--- src/design/ckx_pkg.sv ---
// ============================================================================
// ckx_pkg: shared types, codes and lookup functions
// Character codes, alphabet modes, register indexes and symbol lookup for
// the canonical k-mer extractor.
// ============================================================================
`default_nettype none

package ckx_pkg;

    // Configuration port geometry
    localparam int CFG_IDX_W  = 3;
    localparam int CFG_DATA_W = 6;
    localparam int SYM_W      = 5;

    // Register indexes
    localparam logic [CFG_IDX_W-1:0] REG_KMER_LENGTH = 3'd0;
    localparam logic [CFG_IDX_W-1:0] REG_ALPHA_MODE  = 3'd1;
    localparam logic [CFG_IDX_W-1:0] REG_REVCOMP_EN  = 3'd2;
    localparam logic [CFG_IDX_W-1:0] REG_FOLD_LOWER  = 3'd3;
    localparam logic [CFG_IDX_W-1:0] REG_PURPYR_MAP  = 3'd4;

    // Alphabet modes
    localparam logic [1:0] ALPHA_NT = 2'd0;
    localparam logic [1:0] ALPHA_RY = 2'd1;
    localparam logic [1:0] ALPHA_AA = 2'd2;

    // Reset values of the registers
    localparam logic [5:0] RST_KMER_LENGTH = 6'd10;

    // Characters
    localparam logic [7:0] CH_GT = 8'h3E;
    localparam logic [7:0] CH_NL = 8'h0A;
    localparam logic [7:0] CH_A  = 8'h41;
    localparam logic [7:0] CH_C  = 8'h43;
    localparam logic [7:0] CH_G  = 8'h47;
    localparam logic [7:0] CH_T  = 8'h54;
    localparam logic [7:0] CH_R  = 8'h52;
    localparam logic [7:0] CH_Y  = 8'h59;
    localparam logic [7:0] CH_LA = 8'h61;
    localparam logic [7:0] CH_LZ = 8'h7A;
    localparam logic [7:0] CASE_OFS = 8'h20;

    // Packed group size on the output
    localparam int GROUP_W = 7;

    // Decoded input byte
    typedef struct packed {
        logic             is_gt;
        logic             is_nl;
        logic             hit;
        logic [SYM_W-1:0] code;
    } t_dec;

    // Per-feature settings carried down the emit pipeline
    typedef struct packed {
        logic [1:0] mode;
        logic       rc_en;
    } t_feat_cfg;

    // Code mask of an alphabet mode
    function automatic logic [SYM_W-1:0] code_mask(input logic [1:0] mode);
        logic [SYM_W-1:0] m;
        case (mode)
            ALPHA_NT: m = 5'h03;
            ALPHA_RY: m = 5'h01;
            default:  m = 5'h1F;
        endcase
        return m;
    endfunction

    // Amino acid lookup in sorted order; bit 5 is the hit flag
    function automatic logic [SYM_W:0] amino_code(input logic [7:0] c);
        logic [SYM_W:0] r;
        case (c)
            8'h41:   r = {1'b1, 5'd0};   // A
            8'h43:   r = {1'b1, 5'd1};   // C
            8'h44:   r = {1'b1, 5'd2};   // D
            8'h45:   r = {1'b1, 5'd3};   // E
            8'h46:   r = {1'b1, 5'd4};   // F
            8'h47:   r = {1'b1, 5'd5};   // G
            8'h48:   r = {1'b1, 5'd6};   // H
            8'h49:   r = {1'b1, 5'd7};   // I
            8'h4B:   r = {1'b1, 5'd8};   // K
            8'h4C:   r = {1'b1, 5'd9};   // L
            8'h4D:   r = {1'b1, 5'd10};  // M
            8'h4E:   r = {1'b1, 5'd11};  // N
            8'h50:   r = {1'b1, 5'd12};  // P
            8'h51:   r = {1'b1, 5'd13};  // Q
            8'h52:   r = {1'b1, 5'd14};  // R
            8'h53:   r = {1'b1, 5'd15};  // S
            8'h54:   r = {1'b1, 5'd16};  // T
            8'h56:   r = {1'b1, 5'd17};  // V
            8'h57:   r = {1'b1, 5'd18};  // W
            8'h59:   r = {1'b1, 5'd19};  // Y
            default: r = {1'b0, 5'd0};
        endcase
        return r;
    endfunction

endpackage

`default_nettype wire

--- src/design/ckx_if.sv ---
// ============================================================================
// ckx_if: channel interfaces
// Text input stream, packed output stream and register write channel.
// ============================================================================
`default_nettype none

interface ckx_in_if;
    logic       valid;
    logic       ready;
    logic [7:0] text_byte;

    modport source (output valid, output text_byte, input ready);
    modport sink   (input valid, input text_byte, output ready);
endinterface

interface ckx_out_if;
    logic       valid;
    logic       ready;
    logic [7:0] packed_byte;
    logic       last_byte;

    modport source (output valid, output packed_byte, output last_byte, input ready);
    modport sink   (input valid, input packed_byte, input last_byte, output ready);
endinterface

interface ckx_cfg_if;
    logic                           valid;
    logic                           ready;
    logic [ckx_pkg::CFG_IDX_W-1:0]  index;
    logic [ckx_pkg::CFG_DATA_W-1:0] data;

    modport source (output valid, output index, output data, input ready);
    modport sink   (input valid, input index, input data, output ready);
endinterface

`default_nettype wire

--- src/design/ckx_decode.sv ---
// ============================================================================
// ckx_decode: input byte classifier
// Fold case, apply the purine/pyrimidine map and look the byte up in the
// selected alphabet.
// ============================================================================
`default_nettype none

module ckx_decode (
    input  wire logic [7:0]  i_byte,
    input  wire logic        i_fold,
    input  wire logic        i_pp_map,
    input  wire logic [1:0]  i_mode,
    output ckx_pkg::t_dec    o_dec
);

    logic [7:0]                  w_fold;
    logic [7:0]                  w_map;
    logic [ckx_pkg::SYM_W:0]     w_aa;

    always_comb begin
        w_fold = i_byte;
        if (i_fold && i_byte >= ckx_pkg::CH_LA && i_byte <= ckx_pkg::CH_LZ) begin
            w_fold = i_byte - ckx_pkg::CASE_OFS;
        end

        w_map = w_fold;
        if (i_pp_map) begin
            if (w_fold == ckx_pkg::CH_A || w_fold == ckx_pkg::CH_G) begin
                w_map = ckx_pkg::CH_R;
            end else if (w_fold == ckx_pkg::CH_C || w_fold == ckx_pkg::CH_T) begin
                w_map = ckx_pkg::CH_Y;
            end
        end

        w_aa = ckx_pkg::amino_code(w_map);

        o_dec.is_gt = (i_byte == ckx_pkg::CH_GT);
        o_dec.is_nl = (i_byte == ckx_pkg::CH_NL);
        o_dec.hit   = 1'b0;
        o_dec.code  = '0;
        case (i_mode)
            ckx_pkg::ALPHA_NT: begin
                o_dec.hit = 1'b1;
                if (w_map == ckx_pkg::CH_A) begin
                    o_dec.code = 5'd0;
                end else if (w_map == ckx_pkg::CH_C) begin
                    o_dec.code = 5'd1;
                end else if (w_map == ckx_pkg::CH_G) begin
                    o_dec.code = 5'd2;
                end else if (w_map == ckx_pkg::CH_T) begin
                    o_dec.code = 5'd3;
                end else begin
                    o_dec.hit = 1'b0;
                end
            end
            ckx_pkg::ALPHA_RY: begin
                o_dec.hit  = (w_map == ckx_pkg::CH_R) || (w_map == ckx_pkg::CH_Y);
                o_dec.code = {4'd0, (w_map == ckx_pkg::CH_Y)};
            end
            ckx_pkg::ALPHA_AA: begin
                o_dec.hit  = w_aa[ckx_pkg::SYM_W];
                o_dec.code = w_aa[ckx_pkg::SYM_W-1:0];
            end
            default: begin
                // unused mode takes no symbol
                o_dec.hit = 1'b0;
            end
        endcase
    end

endmodule

`default_nettype wire

--- src/design/ckx_cell.sv ---
// ============================================================================
// ckx_cell: one window cell
// Holds one symbol code, takes its neighbor's code on every append and
// presents the code masked to the current alphabet.
// ============================================================================
`default_nettype none

module ckx_cell (
    input  wire logic                      i_clk,
    input  wire logic                      i_shift,
    input  wire logic [ckx_pkg::SYM_W-1:0] i_sym,
    input  wire logic [ckx_pkg::SYM_W-1:0] i_mask,
    output logic      [ckx_pkg::SYM_W-1:0] o_sym,
    output logic      [ckx_pkg::SYM_W-1:0] o_code
);

    logic [ckx_pkg::SYM_W-1:0] r_sym;

    always_ff @(posedge i_clk) begin
        if (i_shift) begin
            r_sym <= i_sym;
        end
    end

    assign o_sym  = r_sym;
    assign o_code = r_sym & i_mask;

endmodule

`default_nettype wire

--- src/design/ckx_align.sv ---
// ============================================================================
// ckx_align: feature alignment stage
// Hold a window snapshot, shift its newest k symbols to the front, build the
// reverse complement (ACGT, RY modes) and pack both MSB-first at the code width.
// ============================================================================
`default_nettype none

module ckx_align #(
    parameter int MAX_K = 32
) (
    input  wire logic                        i_clk,
    input  wire logic                        i_rst_n,
    // snapshot side
    input  wire logic                        i_valid,
    output logic                             o_ready,
    input  wire logic [5*MAX_K-1:0]          i_win,
    input  wire logic [$clog2(MAX_K+1)-1:0]  i_k,
    input  wire ckx_pkg::t_feat_cfg          i_cfg,
    // packed side
    output logic                             o_valid,
    input  wire logic                        i_ready,
    output logic [5*MAX_K-1:0]               o_fw,
    output logic [2*MAX_K-1:0]               o_rc,
    output logic [$clog2(5*MAX_K+1)-1:0]     o_nbits,
    output logic                             o_use_rc
);

    localparam int KW   = $clog2(MAX_K+1);
    localparam int NBW  = $clog2(5*MAX_K+1);
    localparam int FW_W = 5*MAX_K;
    localparam int RC_W = 2*MAX_K;

    // stage 1: snapshot
    logic                          r_s1_valid;
    logic [ckx_pkg::SYM_W-1:0]     r_win [0:MAX_K-1];
    logic [KW-1:0]                 r_k;
    ckx_pkg::t_feat_cfg            r_cfg;

    // stage 2: packed feature
    logic                          r_s2_valid;
    logic [FW_W-1:0]               r_fw;
    logic [RC_W-1:0]               r_rc;
    logic [NBW-1:0]                r_nbits;
    logic                          r_use_rc;

    logic                          w_s2_free;
    logic                          w_s1_take;
    logic [KW-1:0]                 w_sh;
    logic [ckx_pkg::SYM_W-1:0]     w_stg [0:KW][0:MAX_K-1];
    logic [ckx_pkg::SYM_W-1:0]     w_mask;
    logic [FW_W-1:0]               n_fw;
    logic [RC_W-1:0]               n_rc;
    logic [NBW-1:0]                n_nbits;

    assign w_s2_free = !r_s2_valid || i_ready;
    assign w_s1_take = r_s1_valid && w_s2_free;
    assign o_ready   = !r_s1_valid || w_s1_take;

    assign w_sh   = KW'(MAX_K) - r_k;
    assign w_mask = ckx_pkg::code_mask(r_cfg.mode);

    // Log shifter: oldest-first order, drop the MAX_K-k symbols ahead of the feature
    always_comb begin
        for (int i = 0; i < MAX_K; i++) begin
            w_stg[0][i] = r_win[MAX_K-1-i];
        end
        for (int s = 0; s < KW; s++) begin
            for (int i = 0; i < MAX_K; i++) begin
                if (!w_sh[s]) begin
                    w_stg[s+1][i] = w_stg[s][i];
                end else if (i + (1 << s) < MAX_K) begin
                    w_stg[s+1][i] = w_stg[s][i + (1 << s)];
                end else begin
                    w_stg[s+1][i] = '0;
                end
            end
        end
    end

    // Pack forward and reverse complement at the code width
    always_comb begin
        n_fw = '0;
        n_rc = '0;
        for (int i = 0; i < MAX_K; i++) begin
            case (r_cfg.mode)
                ckx_pkg::ALPHA_NT: begin
                    n_fw[FW_W-1-2*i -: 2] = w_stg[KW][i][1:0];
                    if (r_k > KW'(i)) begin
                        n_rc[RC_W-1-2*i -: 2] = ~r_win[i][1:0];
                    end
                end
                ckx_pkg::ALPHA_RY: begin
                    n_fw[FW_W-1-i] = w_stg[KW][i][0];
                    if (r_k > KW'(i)) begin
                        n_rc[RC_W-1-i] = ~r_win[i][0];
                    end
                end
                default: begin
                    n_fw[FW_W-1-5*i -: 5] = w_stg[KW][i] & w_mask;
                end
            endcase
        end

        case (r_cfg.mode)
            ckx_pkg::ALPHA_NT: n_nbits = NBW'(r_k) << 1;
            ckx_pkg::ALPHA_RY: n_nbits = NBW'(r_k);
            default:           n_nbits = (NBW'(r_k) << 2) + NBW'(r_k);
        endcase
    end

    always_ff @(posedge i_clk) begin
        if (!i_rst_n) begin
            r_s1_valid <= 1'b0;
            r_s2_valid <= 1'b0;
        end else begin
            if (o_ready) begin
                r_s1_valid <= i_valid;
            end
            if (w_s2_free) begin
                r_s2_valid <= r_s1_valid;
            end
        end
    end

    always_ff @(posedge i_clk) begin
        if (i_valid && o_ready) begin
            for (int i = 0; i < MAX_K; i++) begin
                r_win[i] <= i_win[5*i +: 5];
            end
            r_k   <= i_k;
            r_cfg <= i_cfg;
        end
        if (w_s1_take) begin
            r_fw     <= n_fw;
            r_rc     <= n_rc;
            r_nbits  <= n_nbits;
            r_use_rc <= r_cfg.rc_en &&
                        (r_cfg.mode == ckx_pkg::ALPHA_NT || r_cfg.mode == ckx_pkg::ALPHA_RY);
        end
    end

    assign o_valid  = r_s2_valid;
    assign o_fw     = r_fw;
    assign o_rc     = r_rc;
    assign o_nbits  = r_nbits;
    assign o_use_rc = r_use_rc;

endmodule

`default_nettype wire

--- src/design/ckx_serializer.sv ---
// ============================================================================
// ckx_serializer: canonical pick and byte serializer
// Choose the smaller strand, then send the packed bits seven at a time with
// the spacer bit set and the final byte of each feature marked.
// ============================================================================
`default_nettype none

module ckx_serializer #(
    parameter int MAX_K = 32
) (
    input  wire logic                         i_clk,
    input  wire logic                         i_rst_n,
    input  wire logic                         i_valid,
    output logic                              o_ready,
    input  wire logic [5*MAX_K-1:0]           i_fw,
    input  wire logic [2*MAX_K-1:0]           i_rc,
    input  wire logic [$clog2(5*MAX_K+1)-1:0] i_nbits,
    input  wire logic                         i_use_rc,
    ckx_out_if.source                         o_feat
);

    localparam int NBW   = $clog2(5*MAX_K+1);
    localparam int FW_W  = 5*MAX_K;
    localparam int RC_W  = 2*MAX_K;
    localparam int GW    = ckx_pkg::GROUP_W;
    localparam int SER_W = GW*((FW_W + GW - 1)/GW);

    logic              r_busy;
    logic [SER_W-1:0]  r_sh;
    logic [NBW-1:0]    r_left;

    logic              w_pop;
    logic              w_last;
    logic              w_load;
    logic [FW_W-1:0]   w_pick;

    assign w_last  = (r_left <= NBW'(GW));
    assign w_pop   = r_busy && o_feat.ready;
    assign o_ready = !r_busy || (w_pop && w_last);
    assign w_load  = i_valid && o_ready;

    // Fixed-width codes: numeric order equals symbol-by-symbol order
    assign w_pick = (i_use_rc && (i_rc < i_fw[FW_W-1 -: RC_W]))
                  ? (FW_W'(i_rc) << (FW_W - RC_W)) : i_fw;

    always_ff @(posedge i_clk) begin
        if (!i_rst_n) begin
            r_busy <= 1'b0;
        end else if (w_load) begin
            r_busy <= 1'b1;
        end else if (w_pop && w_last) begin
            r_busy <= 1'b0;
        end
    end

    always_ff @(posedge i_clk) begin
        if (w_load) begin
            r_sh   <= SER_W'(w_pick) << (SER_W - FW_W);
            r_left <= i_nbits;
        end else if (w_pop) begin
            r_sh   <= r_sh << GW;
            r_left <= r_left - NBW'(GW);
        end
    end

    assign o_feat.valid       = r_busy;
    assign o_feat.packed_byte = {1'b1, r_sh[SER_W-1 -: GW]};
    assign o_feat.last_byte   = w_last;

endmodule

`default_nettype wire

--- src/design/canonical_kmer_extractor_top.sv ---
// ============================================================================
// canonical_kmer_extractor_top: canonical k-mer extractor
// FASTA text in, packed canonical k-mer features out, seven bits per byte.
// ============================================================================
// Usage:
//   i_text  : one FASTA character per transfer. Headers ('>' to newline) and
//             newlines take no symbol; an unknown letter clears the window.
//   o_feat  : one packed byte per transfer, bit 7 always set, last_byte high
//             on the final byte of a feature. A feature of k symbols at b
//             bits per code takes ceil(b*k/7) transfers, sent back to back.
//   i_cfg   : register writes (index, data), always ready. Write only while
//             the block holds no work in flight.
// Throughput: one text byte per cycle while the emit pipeline has room. The
//   byte serializer sends one byte per cycle while o_feat is ready, so under
//   a steady stream of features it sets the rate at which text is accepted;
//   two feature slots ahead of it absorb short bursts.
// Path: a byte that completes a window reaches the output through the
//   snapshot, align/pack and serializer registers, in that order.
// Reset: window empty, header flag low, registers at their defaults
//   (k=10, nucleotides, reverse complement on, no folding, no RY map).
// Stall: with o_feat held off, the serializer holds its byte, the align
//   stages fill, and i_text.ready drops until the snapshot slot frees.
// ============================================================================
`default_nettype none

module canonical_kmer_extractor_top #(
    parameter int MAX_K = 32
) (
    input  wire logic  i_clk,
    input  wire logic  i_rst_n,
    ckx_in_if.sink     i_text,
    ckx_out_if.source  o_feat,
    ckx_cfg_if.sink    i_cfg
);

    localparam int KW  = $clog2(MAX_K+1);
    localparam int NBW = $clog2(5*MAX_K+1);
    localparam int SW  = ckx_pkg::SYM_W;

    // configuration registers
    logic [5:0]  r_kmer_length;
    logic [1:0]  r_alpha_mode;
    logic        r_revcomp_en;
    logic        r_fold_lower;
    logic        r_pp_map;

    // window control
    logic          r_in_header;
    logic [KW-1:0] r_fill;
    logic [KW-1:0] n_fill;

    ckx_pkg::t_dec      w_dec;
    ckx_pkg::t_feat_cfg w_feat_cfg;
    logic               w_acc;
    logic               w_append;
    logic               w_emit;
    logic [KW-1:0]      w_k;
    logic [KW-1:0]      w_fill_app;
    logic [SW-1:0]      w_mask;
    logic [SW-1:0]      w_chain [0:MAX_K];
    logic [SW-1:0]      w_code  [0:MAX_K-1];
    logic [5*MAX_K-1:0] w_snap;

    // align -> serializer
    logic               w_al_ready;
    logic               w_pk_valid;
    logic               w_pk_ready;
    logic [5*MAX_K-1:0] w_pk_fw;
    logic [2*MAX_K-1:0] w_pk_rc;
    logic [NBW-1:0]     w_pk_nbits;
    logic               w_pk_use_rc;

    // ---------------------------------------------------------------- config
    assign i_cfg.ready = 1'b1;

    always_ff @(posedge i_clk) begin
        if (!i_rst_n) begin
            r_kmer_length <= ckx_pkg::RST_KMER_LENGTH;
            r_alpha_mode  <= ckx_pkg::ALPHA_NT;
            r_revcomp_en  <= 1'b1;
            r_fold_lower  <= 1'b0;
            r_pp_map      <= 1'b0;
        end else if (i_cfg.valid) begin
            case (i_cfg.index)
                ckx_pkg::REG_KMER_LENGTH: r_kmer_length <= i_cfg.data;
                ckx_pkg::REG_ALPHA_MODE:  r_alpha_mode  <= i_cfg.data[1:0];
                ckx_pkg::REG_REVCOMP_EN:  r_revcomp_en  <= i_cfg.data[0];
                ckx_pkg::REG_FOLD_LOWER:  r_fold_lower  <= i_cfg.data[0];
                ckx_pkg::REG_PURPYR_MAP:  r_pp_map      <= i_cfg.data[0];
                default: ;
            endcase
        end
    end

    // Clamp k: zero acts as one, anything above the window depth saturates
    always_comb begin
        if (r_kmer_length == 6'd0) begin
            w_k = KW'(1);
        end else if ({2'b00, r_kmer_length} > 8'(MAX_K)) begin
            w_k = KW'(MAX_K);
        end else begin
            w_k = KW'(r_kmer_length);
        end
    end

    // ---------------------------------------------------------------- decode
    ckx_decode u_decode (
        .i_byte   (i_text.text_byte),
        .i_fold   (r_fold_lower),
        .i_pp_map (r_pp_map),
        .i_mode   (r_alpha_mode),
        .o_dec    (w_dec)
    );

    assign i_text.ready = w_al_ready;
    assign w_acc        = i_text.valid && i_text.ready;
    assign w_append     = w_acc && !w_dec.is_gt && !r_in_header && !w_dec.is_nl && w_dec.hit;

    // A full window drops its oldest symbol before the append
    assign w_fill_app = (r_fill >= KW'(MAX_K)) ? KW'(MAX_K) : r_fill + 1'b1;
    assign w_emit     = (w_fill_app >= w_k);

    always_comb begin
        n_fill = r_fill;
        if (w_acc) begin
            if (w_dec.is_gt) begin
                n_fill = '0;
            end else if (!r_in_header && !w_dec.is_nl) begin
                if (!w_dec.hit) begin
                    n_fill = '0;
                end else if (w_emit) begin
                    // keep the newest k-1 symbols
                    n_fill = w_k - 1'b1;
                end else begin
                    n_fill = w_fill_app;
                end
            end
        end
    end

    always_ff @(posedge i_clk) begin
        if (!i_rst_n) begin
            r_in_header <= 1'b0;
            r_fill      <= '0;
        end else begin
            r_fill <= n_fill;
            if (w_acc) begin
                if (w_dec.is_gt) begin
                    r_in_header <= 1'b1;
                end else if (r_in_header && w_dec.is_nl) begin
                    r_in_header <= 1'b0;
                end
            end
        end
    end

    // ---------------------------------------------------------------- window
    // Cell g holds the g-th newest symbol; every append moves the row by one.
    assign w_mask     = ckx_pkg::code_mask(r_alpha_mode);
    assign w_chain[0] = w_dec.code;

    for (genvar g = 0; g < MAX_K; g++) begin : g_cell
        ckx_cell u_cell (
            .i_clk  (i_clk),
            .i_shift(w_append),
            .i_sym  (w_chain[g]),
            .i_mask (w_mask),
            .o_sym  (w_chain[g+1]),
            .o_code (w_code[g])
        );
    end

    // Snapshot of the row as it stands after this append
    always_comb begin
        w_snap[SW-1:0] = w_dec.code & w_mask;
        for (int i = 1; i < MAX_K; i++) begin
            w_snap[SW*i +: SW] = w_code[i-1];
        end
    end

    assign w_feat_cfg.mode  = r_alpha_mode;
    assign w_feat_cfg.rc_en = r_revcomp_en;

    // ---------------------------------------------------------------- emit
    ckx_align #(
        .MAX_K(MAX_K)
    ) u_align (
        .i_clk   (i_clk),
        .i_rst_n (i_rst_n),
        .i_valid (w_append && w_emit),
        .o_ready (w_al_ready),
        .i_win   (w_snap),
        .i_k     (w_k),
        .i_cfg   (w_feat_cfg),
        .o_valid (w_pk_valid),
        .i_ready (w_pk_ready),
        .o_fw    (w_pk_fw),
        .o_rc    (w_pk_rc),
        .o_nbits (w_pk_nbits),
        .o_use_rc(w_pk_use_rc)
    );

    ckx_serializer #(
        .MAX_K(MAX_K)
    ) u_serializer (
        .i_clk   (i_clk),
        .i_rst_n (i_rst_n),
        .i_valid (w_pk_valid),
        .o_ready (w_pk_ready),
        .i_fw    (w_pk_fw),
        .i_rc    (w_pk_rc),
        .i_nbits (w_pk_nbits),
        .i_use_rc(w_pk_use_rc),
        .o_feat  (o_feat)
    );

    // ---------------------------------------------------------------- checks
    // After an emitting append the window keeps exactly k-1 symbols.
    a_fill_after_emit: assert property (@(posedge i_clk) disable iff (!i_rst_n)
        (w_append && w_emit) |=> (r_fill == $past(w_k) - 1'b1))
        else $error("window fill wrong after feature emit");

    // A header start empties the window and enters the header.
    a_header_clears: assert property (@(posedge i_clk) disable iff (!i_rst_n)
        (w_acc && w_dec.is_gt) |=> (r_in_header && r_fill == '0))
        else $error("header start did not clear the window");

    // The bytes of one feature go out without a gap.
    a_feature_contig: assert property (@(posedge i_clk) disable iff (!i_rst_n)
        (o_feat.valid && o_feat.ready && !o_feat.last_byte) |=> o_feat.valid)
        else $error("gap inside a packed feature");

    // The window never records more symbols than it can hold.
    a_fill_bound: assert property (@(posedge i_clk) disable iff (!i_rst_n)
        w_append |=> (r_fill <= KW'(MAX_K)))
        else $error("window fill beyond depth");

endmodule

`default_nettype wire

--- src/flat_wrapper.sv ---
// flat-port wrapper written by rule: the top's interface ports become plain ports
module canonical_kmer_extractor_top_flat 
#(
    parameter int MAX_K = 32
)
  (i_clk, i_rst_n, i_text_valid, i_text_text_byte, i_text_ready, o_feat_valid, o_feat_packed_byte, o_feat_last_byte, o_feat_ready, i_cfg_valid, i_cfg_index, i_cfg_data, i_cfg_ready);
  ckx_in_if i_text_i ();
  ckx_out_if o_feat_i ();
  ckx_cfg_if i_cfg_i ();
  input  wire logic i_clk;
  input  wire logic i_rst_n;
  input wire logic [$bits(i_text_i.valid)-1:0] i_text_valid;
  input wire logic [$bits(i_text_i.text_byte)-1:0] i_text_text_byte;
  output wire logic [$bits(i_text_i.ready)-1:0] i_text_ready;
  output wire logic [$bits(o_feat_i.valid)-1:0] o_feat_valid;
  output wire logic [$bits(o_feat_i.packed_byte)-1:0] o_feat_packed_byte;
  output wire logic [$bits(o_feat_i.last_byte)-1:0] o_feat_last_byte;
  input wire logic [$bits(o_feat_i.ready)-1:0] o_feat_ready;
  input wire logic [$bits(i_cfg_i.valid)-1:0] i_cfg_valid;
  input wire logic [$bits(i_cfg_i.index)-1:0] i_cfg_index;
  input wire logic [$bits(i_cfg_i.data)-1:0] i_cfg_data;
  output wire logic [$bits(i_cfg_i.ready)-1:0] i_cfg_ready;
  assign i_text_i.valid = i_text_valid;
  assign i_text_i.text_byte = i_text_text_byte;
  assign i_text_ready = i_text_i.ready;
  assign o_feat_valid = o_feat_i.valid;
  assign o_feat_packed_byte = o_feat_i.packed_byte;
  assign o_feat_last_byte = o_feat_i.last_byte;
  assign o_feat_i.ready = o_feat_ready;
  assign i_cfg_i.valid = i_cfg_valid;
  assign i_cfg_i.index = i_cfg_index;
  assign i_cfg_i.data = i_cfg_data;
  assign i_cfg_ready = i_cfg_i.ready;
  canonical_kmer_extractor_top #(.MAX_K(MAX_K)) u_core (.i_clk(i_clk), .i_rst_n(i_rst_n), .i_text(i_text_i), .o_feat(o_feat_i), .i_cfg(i_cfg_i));
endmodule
--- config.mk ---
export PLATFORM = sky130hd
export DESIGN_NAME = canonical_kmer_extractor_top_flat
export DESIGN_NICKNAME = d
export VERILOG_FILES = /design/src/design/ckx_pkg.sv /design/src/design/ckx_if.sv /design/src/design/ckx_decode.sv /design/src/design/ckx_cell.sv /design/src/design/ckx_align.sv /design/src/design/ckx_serializer.sv /design/src/design/canonical_kmer_extractor_top.sv /design/src/flat_wrapper.sv
export SDC_FILE = /design/constraint.sdc
export NUM_CORES = 2
export LEC_CHECK = 0
export ABC_CLOCK_PERIOD_IN_PS = 17350
export BUFFER_PORTS_ARGS = -buffer_cell sky130_fd_sc_hd__buf_4
export CORE_ASPECT_RATIO = 1.75
export CORE_MARGIN = 2
export CORE_UTILIZATION = 55
export CTS_CLUSTER_DIAMETER = 80
export CTS_CLUSTER_SIZE = 40
export DETAILED_ROUTE_END_ITERATION = 10
export PLACE_DENSITY = 0.77
export SYNTH_ARGS = -nofsm -noshare
export SYNTH_HDL_FRONTEND = slang
export SYNTH_HIERARCHICAL = 1
export SYNTH_SLANG_ARGS = --single-unit
--- constraint.sdc ---
create_clock -name i_clk -period 17.35 [get_ports i_clk]
set_input_delay 1.735 -clock i_clk [delete_from_list [all_inputs] [get_ports i_clk]]
set_output_delay 1.735 -clock i_clk [all_outputs]
set_load 0.05 [all_outputs]
Yosys cells after proc, flatten, opt, wreduce, memory -nomap -nowiden
Memory sizes are Yosys's and may differ from the RTL's.
Cells that the tools add are included.
{"block": "classes", "n_addsub": 6, "magnitude_cmp": 39, "muxes": 395, "eq_ne": 33, "n_bitwise": 128, "reduce_logical": 62}
{"op": "$mux 5", "n": 199}
{"op": "$mux 161", "n": 2}
{"op": "$and 5x5->5", "n": 64}
{"op": "$eq 8x7->1 const B", "n": 24}
{"op": "$mux 160", "n": 1}
{"op": "$mux 2", "n": 66}
{"op": "$pmux 6 s20", "n": 1}
{"op": "$mux 1", "n": 106}
{"op": "$gt 6x5->1 const B", "n": 16}
{"op": "$lt 64x64->1", "n": 1}
{"op": "$not 2->2", "n": 32}
{"op": "$gt 6x4->1 const B", "n": 8}
{"op": "$mux 8", "n": 6}
{"op": "$reduce_and 2->1", "n": 23}
{"op": "$mux 6", "n": 7}
{"op": "$not 1->1", "n": 32}
{"op": "$gt 6x3->1 const B", "n": 4}
{"op": "$pmux 5 s2", "n": 2}
{"op": "$logic_and 1x1->1", "n": 17}
{"op": "$pmux 8 s2", "n": 1}
{"op": "$pmux 5 s3", "n": 1}
{"op": "$gt 6x1->1 const B", "n": 2}
{"op": "$gt 6x2->1 const B", "n": 2}
{"op": "$add 8x6->8", "n": 1}
{"op": "27 further kinds", "n": 45}
{"block": "totals", "word_cells": 731, "out_inout_bits": 12, "n_memories": 1, "reg_bits": 586, "ram_bits": 160, "in_bits": 22}
{"memory": "u_core.u_align.r_win", "words": 32, "word_bits": 5, "read_ports": 32, "rd_clocked_by_memory_dff": 0, "wr": 32, "line": "ckx_align.sv:35", "text": "logic [ckx_pkg::SYM_W-1:0] r_win [0:MAX_K-1];"}

Depth between registers and ports, before layout
{"block": "logic_depth", "depth_word": 20, "ltp_mapped": 17, "mapped_depth_nobuf": 14}

By module
The synthesis kept the hierarchy.
{"mod": "ckx_align", "cells_per_inst": 1825, "instances": 1, "area_per_inst_um2": 23221.0, "seq_area_each_um2": 12111.6}
{"mod": "ckx_serializer", "cells_per_inst": 1050, "instances": 1, "area_per_inst_um2": 9870.7, "seq_area_each_um2": 5064.9}
{"mod": "ckx_cell", "cells_per_inst": 10, "instances": 31, "area_per_inst_um2": 181.4, "seq_area_each_um2": 150.1}
{"mod": "canonical_kmer_extractor_top", "cells_per_inst": 143, "instances": 1, "area_per_inst_um2": 1268.7, "seq_area_each_um2": 360.3}
{"mod": "ckx_decode", "cells_per_inst": 119, "instances": 1, "area_per_inst_um2": 807.0, "seq_area_each_um2": 0.0}

Worst setup path before layout
No wires, ideal clock.
{"block": "synth_path", "kind": "reg-to-reg", "from": "reg u_core.u_serializer.r_busy (netlist: u_core/u_serializer/o_feat.valid)", "to": "reg u_core.u_serializer.r_left[0] (enable)", "n_path_buf": 0, "setup_time_ns": 0.928, "stages_incl_launch_ff": 2, "t_arrival_ns": 12.316, "t_required_ns": 16.422, "slack_ns": 4.106, "period_less_slack_ns": 13.244, "path_cell_list": "dfxtp_1 o21ai_0"}
{"block": "synth_between", "elab_chain_cells": 5, "word_cells_on_any_way": 6, "classes_between": "reduce/logical (6)"}
{"element": "start: declaration", "line": "ckx_serializer.sv:28", "text": "logic r_busy;"}
{"element": "start signal: assignment", "line": "ckx_serializer.sv:48", "text": "r_busy <= 1'b0;"}
{"element": "start signal: assignment", "line": "ckx_serializer.sv:50", "text": "r_busy <= 1'b1;"}
{"element": "start signal: assignment", "line": "ckx_serializer.sv:52", "text": "r_busy <= 1'b0;"}
{"element": "$logic_and 1x1->1", "line": "ckx_serializer.sv:38", "text": "assign w_pop = r_busy && o_feat.ready;"}
{"element": "$logic_and 1x1->1", "line": "ckx_serializer.sv:39", "text": "assign o_ready = !r_busy || (w_pop && w_last);"}
{"element": "$logic_or 1x1->1", "line": "ckx_serializer.sv:39"}
{"element": "$logic_and 1x1->1", "line": "ckx_serializer.sv:40", "text": "assign w_load = i_valid && o_ready;"}
{"element": "$reduce_bool 2->1 (no line) *"}
{"element": "end signal: assignment", "line": "ckx_serializer.sv:59", "text": "r_left <= i_nbits;"}
{"element": "end signal: assignment", "line": "ckx_serializer.sv:62", "text": "r_left <= r_left - NBW'(GW);"}
{"element": "end: declaration", "line": "ckx_serializer.sv:30", "text": "logic [NBW-1:0] r_left;"}
Every way passes the cells marked *; elsewhere a longest branch is shown, timed or not.
A chain may end at the register's enable or synchronous reset.

==> flow_metrics.env <==
export IMPL_worstSetupEndpointType="register"
export IMPL_synth_edf_count=725
export IMPL_critical_path_top_delay_family="simple AND/OR/NAND/NOR gates"
export IMPL_core_area_um2=73700
export IMPL_path_max_fanout=87
export IMPL_tightest_slew_ns=1.44
export IMPL_fin_setup_tns_ns=0
export IMPL_yosys_top_cells_area="edfxtp_1 53%, mux4_2 7.0%, mux2i_1 4.0%"
export IMPL_crit_path_start_kind="primary input"
export IMPL_final_setup_viol_count=0
export IMPL_cp_slowest_cell="buf_4"
export IMPL_synthesis_area_um2=40800
export IMPL_final_setup_skew_ns=0.0460
export IMPL_drc=0
export IMPL_cts_tree="built"
export IMPL_reg2regPathDepth=13
export IMPL_fmax_mhz=136
export IMPL_routed_via_density=6.62
export IMPL_netlist_area_leader_share=0.534
export IMPL_grt_pass1_wl_um=178000
export IMPL_clockRootBuffer="clkbuf_16"
export IMPL_grt_ovfl_total=0
export IMPL_drive_gt1_frac=0.113
export IMPL_initial_core_util=0.554
export IMPL_critPathCapture="u_core/u_align/r_win[1][22]"
export IMPL_worst_path_most_repeated_cell="buf_4"
export IMPL_timing_worst_setup_path_type="primary input to register"
export IMPL_hold_class="register to register"
export IMPL_yosysUniqueCellTypes=128
export IMPL_max_stage_delay_ns=0.91
export IMPL_maxSlewViolCount=0
export IMPL_rows=132
export IMPL_yosysMostFrequentCell="edfxtp_1"
export IMPL_relSlewSlack=0.0261
export IMPL_crit_chain="buf_4, inv_1, ha_1, nor3b_1, o21ai_1, o31ai_1, a31o_1, a21oi_1, a221oi_2, or3_1, nor4b_1, and2_4, and3_2, and2_4, buf_4, buf_4"
export IMPL_num_vias=28500
export IMPL_die_area_um2=76400
export IMPL_pwr_density_cell_nw_per_um2=66.9
export IMPL_cp_startpoint="i_text_text_byte[5]"
export IMPL_cp_num_buf_inv=4
export IMPL_rsz0062_at_grt="false"
export IMPL_fin_nets=3451
export IMPL_grt_pass1_vias=27100
export IMPL_gp_congestion=1.02
export IMPL_synthArstFlopShare=0
export IMPL_fin_crit_ns=7.33
export IMPL_grt_max_degree=166
export IMPL_outcome="completed"
export IMPL_grt_use_total=0.318
export IMPL_post_drt_wl_per_cell_um=28.4
export IMPL_portBuffers=31
export IMPL_irDropWorstVdd_mv=0.100
export IMPL_yosysTopAreaCell="edfxtp_1"
export IMPL_fin_util=0.574
export IMPL_first_iter_violations=3515
export IMPL_cts_hold_buf=0
export IMPL_htreeDepth=1
export IMPL_firstDrtPassIters=6
export IMPL_critical_path_required_ns=17.60
export IMPL_r2r_start="u_core/r_fold_lower"
export IMPL_io_pins=34
export IMPL_ctsResizeCount=0
export IMPL_post_cts_buffers=0
export IMPL_ys_warn_count=6
export IMPL_finalWirelength_um=122000
export IMPL_maxCapViolations=0
export IMPL_syn_inst=3447
export IMPL_r2r_end="u_core/u_align/r_win[1][22]"
export IMPL_avgSynthCellArea_um2=11.8
export IMPL_ys_seq_area_frac=0.544
export IMPL_fp_dieW_um=210
export IMPL_clk_latency_ns=0.67
export IMPL_hold_violations=0
export IMPL_ys_ff_latch=746
export IMPL_cp_depth=16
export IMPL_die_height_um=364
export IMPL_dpl_hpwl_um=91000
export IMPL_synth_main_ff_cell="edfxtp_1"
export IMPL_yosys_top_cells_count="725 x edfxtp_1, 402 x nand2_1, 269 x nor2_1"
export IMPL_power_leakage_nw=14.5
export IMPL_worst_ep_arrival_time_ns=7.58
export IMPL_clk_pin_slew_ns=0.13
export IMPL_fin_crit_sh=0.422
export IMPL_r2r_slack_ns=11.28
export IMPL_antenna_found_initial=4
export IMPL_area_growth_pct=3.70
export IMPL_cts_sinks=746
export IMPL_cts_buffer_depth=3
export IMPL_numCtsBuffers=25
export IMPL_antenna_left=0
registers in the layout, indices dropped and copies added (netlist names), 2 cells and up:
signal / cells
u_core/r_kmer_length: 6
u_core/u_align/r_k: 6
u_core/u_align/o_nbits: 8
u_core/u_align/r_win: 160
u_core/r_fill: 6
u_core/r_alpha_mode: 2
u_core/u_serializer/r_sh: 160
u_core/u_align/r_cfg: 3
u_core/u_align/o_fw: 160
u_core/g_cell.u_cell/o_sym: 155
u_core/u_serializer/r_left: 8
u_core/u_align/o_rc: 64
cell usage in the layout (no fill, tap or decap), types with 15 or more instances in the layout:
| cell | n |
|---|---|
| a211oi_1 | 16 |
| a21o_1 | 15 |
| a21oi_1 | 113 |
| a31oi_1 | 81 |
| a32oi_1 | 19 |
| and2_1 | 194 |
| and3_1 | 27 |
| buf_4 | 83 |
| clkbuf_16 | 26 |
| conb_1 | 33 |
| dfxtp_1 | 20 |
| edfxtp_1 | 725 |
| ha_1 | 80 |
| inv_1 | 94 |
| mux2_2 | 43 |
| mux2i_1 | 162 |
| mux4_2 | 127 |
| nand2_1 | 401 |
| nand2b_1 | 20 |
| nand3_1 | 121 |
| nand4_1 | 20 |
| nor2_1 | 269 |
| nor2b_1 | 29 |
| nor3_1 | 56 |
| o211ai_1 | 30 |
| o21ai_0 | 140 |
| o21ai_1 | 95 |
| o221ai_1 | 21 |
| o22ai_1 | 23 |
through the flow:
stage,worst slack (ns),cell area [um^2],std cells,hold WS (ns),total power (W)
floorplan,4.11,40900,3478,0.408,0.00202
global placement,9.46,41500,4258,0.420,0.00203
detailed placement,9.38,41500,4258,0.425,0.00203
CTS,10.02,42300,4297,0.415,0.00285
global route,9.55,42300,4297,0.420,0.00290
finish,10.02,42300,4300,0.414,0.00283
cell families after synthesis:
| family | after synthesis | synth area share |
|---|---|---|
| muxes | 334 | 0.122 |
| and+or+nand+nor | 1219 | 0.146 |
| DFF | 746 | 0.544 |
| buffers and inverters | 339 | 0.0443 |
| AOI/OAI and AO/OA | 703 | 0.113 |
| adders and majority gates | 82 | 0.0253 |
| other | 2 | 0.000184 |
| xor gates and xnor gates | 22 | 0.00537 |
worst register-to-register path, delay by kind of cell, from the launching register on:
kind	cells	cell delay [ns]
compound gates	5	1.55
flops	1	0.38
simple gates	6	2.04
buf+inv	2	1.63
how the worst min path moves through the flow:
| stage | startpoint | to | slack, ns | cells after the start |
|---|---|---|---|---|
| CTS | u_core/g_cell[13].u_cell/o_sym[2] | u_core/g_cell[14].u_cell/o_sym[2] | 0.42 | 0 |
| detailed placement | u_core/g_cell[23].u_cell/o_sym[1] | u_core/g_cell[24].u_cell/o_sym[1] | 0.43 | 0 |
| global placement | u_core/g_cell[21].u_cell/o_sym[0] | u_core/g_cell[22].u_cell/o_sym[0] | 0.42 | 0 |
| global route | u_core/g_cell[20].u_cell/o_sym[2] | u_core/g_cell[21].u_cell/o_sym[2] | 0.42 | 0 |
| finish | u_core/g_cell[13].u_cell/o_sym[2] | u_core/g_cell[14].u_cell/o_sym[2] | 0.41 | 0 |
| floorplan | u_core/r_revcomp_en | u_core/u_align/r_cfg[0] | 0.41 | 0 |
where the power goes:
| group | internal [W] | switching, W | total [W] |
|---|---|---|---|
| Combinational | 0.0000133 | 0.0000221 | 0.0000355 |
| Clock | 0.000297 | 0.000542 | 0.000839 |
| Sequential | 0.00195 | 0.00000265 | 0.00195 |
layout make-up:
type / instances / area, um^2
Multi-Input combinational cell: 2393 / 17100
Sequential cell: 746 / 22200
Fill cell: 6080 / 31400
Inverter: 95 / 357
Tap cell: 938 / 1170
Timing Repair Buffer: 86 / 683
Clock inverter: 10 / 173
Antenna cell: 3 / 7.51
Clock buffer: 29 / 662
metal layers:
metal  wire length, um  global-route usage  vias to the layer above
met3              8050              0.0419                      410
met2             59400               0.529                     1320
met1             43800               0.376                    14000
met4             11100               0.243                        0
li1                  -                   -                    12700
met5                 0                   0                        -
Power figures use the tool's default switching activity.
